$ cat config.mk
export PLATFORM = sky130hd
export DESIGN_NAME = stbs_search
export DESIGN_NICKNAME = d
export VERILOG_FILES = /design/src/hw/rtl/stbs_pkg.sv /design/src/hw/rtl/stbs_search.sv
export SDC_FILE = /design/constraint.sdc
export NUM_CORES = 1
export LEC_CHECK = 0
export ABC_AREA = 1
export BUFFER_PORTS_ARGS = -buffer_cell sky130_fd_sc_hd__buf_2
export CORE_ASPECT_RATIO = 0.5
export CORE_MARGIN = 2
export CORE_UTILIZATION = 61
export DETAILED_ROUTE_END_ITERATION = 8
export PLACE_DENSITY_LB_ADDON = 0.25
export SLEW_MARGIN = 20
export SYNTH_ARGS = -nofsm -noshare
export SYNTH_HDL_FRONTEND = slang
export SYNTH_SLANG_ARGS = --single-unit
$ cat constraint.sdc
create_clock -name clk -period 7.3 [get_ports clk]
set_clock_uncertainty 0.05 [all_clocks]
set_input_delay 1.46 -clock clk [delete_from_list [all_inputs] [get_ports clk]]
set_output_delay 1.46 -clock clk [all_outputs]
set_load 0.02 [all_outputs]
$ cat src/hw/rtl/stbs_pkg.sv
// ----------------------------------------------------------------------------
// stbs_pkg: shared types and codes for the sorted table binary search
// Holds the input and result word layouts, the operation codes and the
// search engine state type.
// ----------------------------------------------------------------------------
package stbs_pkg;

  // Operation codes carried in the op field of an input word.
  localparam logic [1:0] OP_CLEAR  = 2'd0;
  localparam logic [1:0] OP_APPEND = 2'd1;
  localparam logic [1:0] OP_SEARCH = 2'd2;

  // Width of the reported position field.
  localparam int POS_WIDTH = 10;

  // One input word.
  typedef struct packed {
    logic [1:0]         op;
    logic signed [31:0] key_value;
  } in_word_t;

  // One result word.
  typedef struct packed {
    logic                 found;
    logic [POS_WIDTH-1:0] position;
  } out_word_t;

  // Search engine states.
  typedef enum logic {
    SE_IDLE,
    SE_RUN
  } se_state_t;

endpackage

$ cat src/hw/rtl/stbs_search.sv
// ----------------------------------------------------------------------------
// stbs_search: binary search engine over the key memory
// Probes one table entry per cycle, narrowing the range [base, base+len)
// until a match is seen or the range is empty, then posts one result word.
// ----------------------------------------------------------------------------
module stbs_search
  import stbs_pkg::*;
#(
  parameter int TABLE_DEPTH = 1024,
  parameter int KEY_WIDTH   = 32,
  localparam int AW = (TABLE_DEPTH > 1) ? $clog2(TABLE_DEPTH) : 1,
  localparam int CW = $clog2(TABLE_DEPTH + 1)
) (
  input  logic                 clk,
  input  logic                 rst_n,
  input  logic                 start_i,
  input  logic [CW-1:0]        count_i,
  input  logic [KEY_WIDTH-1:0] key_i,
  input  logic [KEY_WIDTH-1:0] rd_data_i,
  output logic                 rd_en_o,
  output logic [AW-1:0]        rd_addr_o,
  output logic                 busy_o,
  output logic                 res_valid_o,
  output out_word_t            res_o
);

  se_state_t            state_r, state_nxt;
  logic [CW-1:0]        base_r, base_nxt;
  logic [CW-1:0]        len_r, len_nxt;
  logic [AW-1:0]        mid_r, mid_nxt;
  logic [KEY_WIDTH-1:0] key_r, key_nxt;
  logic                 res_valid_r, res_valid_nxt;
  out_word_t            res_r, res_nxt;

  logic [CW-1:0] half;
  logic [CW-1:0] base_step;
  logic [CW-1:0] len_step;
  logic          hit;
  logic          above;

  // Compare the probed entry with the key and form the narrowed range.
  always_comb begin
    half      = len_r >> 1;
    hit       = $signed(rd_data_i) == $signed(key_r);
    above     = $signed(rd_data_i) > $signed(key_r);
    base_step = above ? base_r : CW'(mid_r) + CW'(1);
    len_step  = above ? half : len_r - half - CW'(1);
  end

  // Next state.
  always_comb begin
    state_nxt = state_r;
    unique case (state_r)
      SE_IDLE: begin
        if (start_i && (count_i != '0)) begin
          state_nxt = SE_RUN;
        end
      end
      SE_RUN: begin
        if (hit || (len_step == '0)) begin
          state_nxt = SE_IDLE;
        end
      end
      default: state_nxt = SE_IDLE;
    endcase
  end

  // Datapath, memory read and result.
  always_comb begin
    base_nxt      = base_r;
    len_nxt       = len_r;
    mid_nxt       = mid_r;
    key_nxt       = key_r;
    rd_en_o       = 1'b0;
    res_valid_nxt = 1'b0;
    res_nxt       = res_r;
    unique case (state_r)
      SE_IDLE: begin
        if (start_i) begin
          key_nxt = key_i;
          if (count_i == '0) begin
            // Empty table answers not found at once.
            res_valid_nxt    = 1'b1;
            res_nxt.found    = 1'b0;
            res_nxt.position = '0;
          end else begin
            base_nxt = '0;
            len_nxt  = count_i;
            mid_nxt  = AW'(count_i >> 1);
            rd_en_o  = 1'b1;
          end
        end
      end
      SE_RUN: begin
        if (hit) begin
          res_valid_nxt    = 1'b1;
          res_nxt.found    = 1'b1;
          res_nxt.position = POS_WIDTH'(mid_r);
        end else if (len_step == '0) begin
          res_valid_nxt    = 1'b1;
          res_nxt.found    = 1'b0;
          res_nxt.position = '0;
        end else begin
          base_nxt = base_step;
          len_nxt  = len_step;
          mid_nxt  = AW'(base_step + (len_step >> 1));
          rd_en_o  = 1'b1;
        end
      end
      default: begin
        res_valid_nxt = 1'b0;
      end
    endcase
  end

  // Control registers.
  always_ff @(posedge clk) begin
    if (!rst_n) begin
      state_r     <= SE_IDLE;
      res_valid_r <= 1'b0;
    end else begin
      state_r     <= state_nxt;
      res_valid_r <= res_valid_nxt;
    end
  end

  // Payload registers.
  always_ff @(posedge clk) begin
    base_r <= base_nxt;
    len_r  <= len_nxt;
    mid_r  <= mid_nxt;
    key_r  <= key_nxt;
    res_r  <= res_nxt;
  end

  assign rd_addr_o   = mid_nxt;
  assign busy_o      = (state_r == SE_RUN);
  assign res_valid_o = res_valid_r;
  assign res_o       = res_r;

  // While searching, the range is never empty.
  a_len_nonzero: assert property (@(posedge clk) disable iff (!rst_n)
    state_r == SE_RUN |-> len_r != '0)
    else $error("search range empty while running");

  // The probe lies inside the current range.
  a_mid_in_range: assert property (@(posedge clk) disable iff (!rst_n)
    state_r == SE_RUN |->
      (CW'(mid_r) >= base_r) && ((CW+1)'(mid_r) < (CW+1)'(base_r) + (CW+1)'(len_r)))
    else $error("probe outside search range");

  // A miss always reports position zero.
  a_miss_pos: assert property (@(posedge clk) disable iff (!rst_n)
    res_valid_r && !res_r.found |-> res_r.position == '0)
    else $error("miss with nonzero position");

  // No new search is started while one is running.
  a_no_overlap: assert property (@(posedge clk) disable iff (!rst_n)
    state_r == SE_RUN |-> !start_i)
    else $error("search started while busy");

endmodule

==> results.md <==
- Run status: finished, final reports clean
- Mux cell area share after synthesis: 0%
- Reg2Reg Capture Point: mid_r[7]
- Die area: 9300 sq um
- Worst reg2reg path depth: 23
- Final core utilization: 75.4%
- Unrepaired setup endpoints after global routing: false
- Final cell count without fillers: around 870
- DR iter-0 viols: 294
- Post-synth top cells: 154 x nand2_1, 122 x inv_1, 64 x edfxtp_1
- Setup TNS: 0 ns
- Arr. time, crit path: 5.24 ns
- Async set-reset flop share out of synthesis: 0%
- Gr usage total: 26.7%
- Share of cells above drive strength 1: approximately 19%
- Final hold violation count: 0
- WS Path Type: input pin to output port
- Num rows: 23
- Min-Delay Path Class: flop to flop
- Max Fclk: 148 MHz
- Core box area: 8120 sq um
- Clock Sinks: 76
- CTS H-Tree Depth: 3
- Synthesized area: 5190 sq um
- Routability cong.: 0.898
- Simple-gate area share of the yosys netlist: 24.1%
- Clock Pin Slew Worst Setup and Hold Paths: 0.06 ns
- Slew Viols, Final: 0
- Fin crit period: 6.75 ns
- Synth Register Bits: 76
- CTS tree: built
- Power Total: 1.87 mW
- Critical path peak fanout: 34
- Clock latency on the worst-skew pair: 0.34 ns
- Fill cell count: 640
- Worst endpoint required time: 5.79 ns
- # hold bufs at CTS: 0
- Yosys top cell by area: edfxtp_1
- Met2 Track Usage GR: 45.9%
- Critical path endpoint category: output port
- I/O pin total: 102
- Slew headroom: 34.0%
- Antenna Cells: 0
- Leakage: ~3.1 nW
- First drt pass iteration count: 6
- Vias per inst: between 5 and 6
- GR Util met1: about a third
- Worst-margin pin slew: 0.984 ns
- First-pass GRT wire length: 19.6 mm
- Synth unique cells: 40
- Max-cap viol count: 0
- Xor and xnor area share after synthesis: 1.86%
- Post-synthesis sequential area ratio: approximately two fifths
- Post-CTS setup buffers: 0
- Die W: 134 um
- Cell Pwr Density: 305 nW/um^2
- Met3 usage: 6.14%
- Most common cell in the synthesized netlist: nand2_1
- Top post-synthesis cells by area: edfxtp_1 37%, ha_1 12%, nand2_1 11%
- GRT overflow: 0
- Most Crowded Layer GR: met2
- Syn Inst Count: 647
- Die height: 69.2 um
- CP endpoint: rd_addr_o[7]
- Startpoint Class: input pin
- Top-area cell type share of the netlist area: 37.0%
- Syn_nets: 777
- Synthesized area per cell: between 8 and 9 sq um
- CTS resizes: 0
- Post-synth top flop: edfxtp_1
- Routed WL per cell: 14.0 um
- Initial Utilization: roughly 64%
- Final worst path period share: 92.4%
- PortBufs: 101
- Root Driver: clkbuf_16
- CP Launch Point: rd_data_i[31]
- Reg2reg start: key_r[31]
- Synth Area in Compound Gates: 9.29%
- Antenna Nets Post-Route: 0
- Hold Startpoint: mid_r[9]
- Final nets: 879
- Initial antenna violation count: 0
- Drt total wl: 12.2 mm
- Ys Warns: 0
- Peak VDD IR: about 250 uV
- Post-synthesis adder-cell area fraction: 12.8%
- # setup viols final: 0
- Drt drc: 0
- Hpwl dp: roughly 9.2 mm
- EDFF count, synth: 64
- Hold path depth: 4
- R2R Setup Slk: 3.29 ns
- Largest net degree at the start of global routing: 38
- Layout area overhead: 18.0%
- Vias: approximately 4600
- Dpl cells: 850
- Clock buffer depth: 2
- CTS Buf Count: 9
- Largest family of logic cells by synthesized area: simple AND/OR/NAND/NOR gates
- Vias in the first global route: 4291
how the worst min path moves through the flow:
stage                           to
after CTS                 mid_r[9]
after global routing      mid_r[9]
after global placement    mid_r[7]
final                     mid_r[9]
after floorplan           res_o[9]
after detailed placement  mid_r[9]
power breakdown:
group | switching (mW) | internal, mW | total (mW)
combinational | 0.504 | 0.273 | 0.778
sequential | 0.0448 | 0.537 | 0.582
clock | 0.171 | 0.334 | 0.506
cells by family after synthesis:
family                     Yosys count
adders and majority gates           52
xor gates and xnor gates            11
AOI/OAI and AO/OA                   86
DFF                                 76
buffers and inverters              135
and+or+nand+nor                    287
per-layer routing:
layer	vias up	wire length, um
met5	-	0
met4	0	106
met3	11	1020
met2	190	5690
met1	2101	5330
li1	2310	-
area by class of cell:
cell class | count | area (sq um) | area share (%)
multi-input combinational | 436 | 2500 | 40.9
sequential | 76 | 2160 | 35.3
timing repair buffer | 101 | 505 | 8.26
inverter | 125 | 469 | 7.67
clock buffer | 10 | 229 | 3.74
tap | 112 | 140 | 2.29
clock inverter | 6 | 111 | 1.82
state kept, by name (all words and copies together) (netlist names):
signal	flops
len_r	11
base_r	10
res_valid_o	1
busy_o	1
key_r	32
mid_r	10
res_o	11
cell usage in the layout (no fill, tap or decap), drive strengths merged, types with 2 or more instances in the layout:
cell type  count
o21ai         49
clkbuf        10
xor2           9
nor4           3
nand3         47
ha            50
xnor2          2
bufinv         3
nand2        167
edfxtp        64
clkinv         3
inv          125
nand4          5
o2111ai        2
or2            5
nor2          53
dfxtp         12
nor3           4
fa             2
buf          101
a21oi         30
critical path: stages:
cell and delay [ns]:
buf_2 0.11, ha_1 0.34, nand2_1 0.11, nor2_2 0.17, nand2_2 0.09, nor2_1 0.16
nand2_1 0.29, nand2_4 0.44, inv_2 0.11, or2_2 0.29, o21ai_0 0.19, inv_1 0.10
ha_1 0.29, nand3_1 0.06, and2_0 0.17, inv_1 0.05, nand3_1 0.09, nand2_1 0.14
nand3_1 0.11, nand2_1 0.07, nand2_1 0.04, nand3_1 0.08, nand3_1 0.09, buf_2 0.18
metrics by stage:
| step | setup WS (ns) | cell area [sq um] | hold slack (ns) |
|---|---|---|---|
| floorplan | 1.31 | 5190 | 0.500 |
| global placement | 0.756 | 5780 | 0.512 |
| detailed placement | 0.626 | 5780 | 0.514 |
| CTS | 0.601 | 6120 | 0.527 |
| global route | 0.239 | 6120 | 0.573 |
| finish | 0.551 | 6120 | 0.520 |
Note: power is estimated with default switching activity, not from simulation.
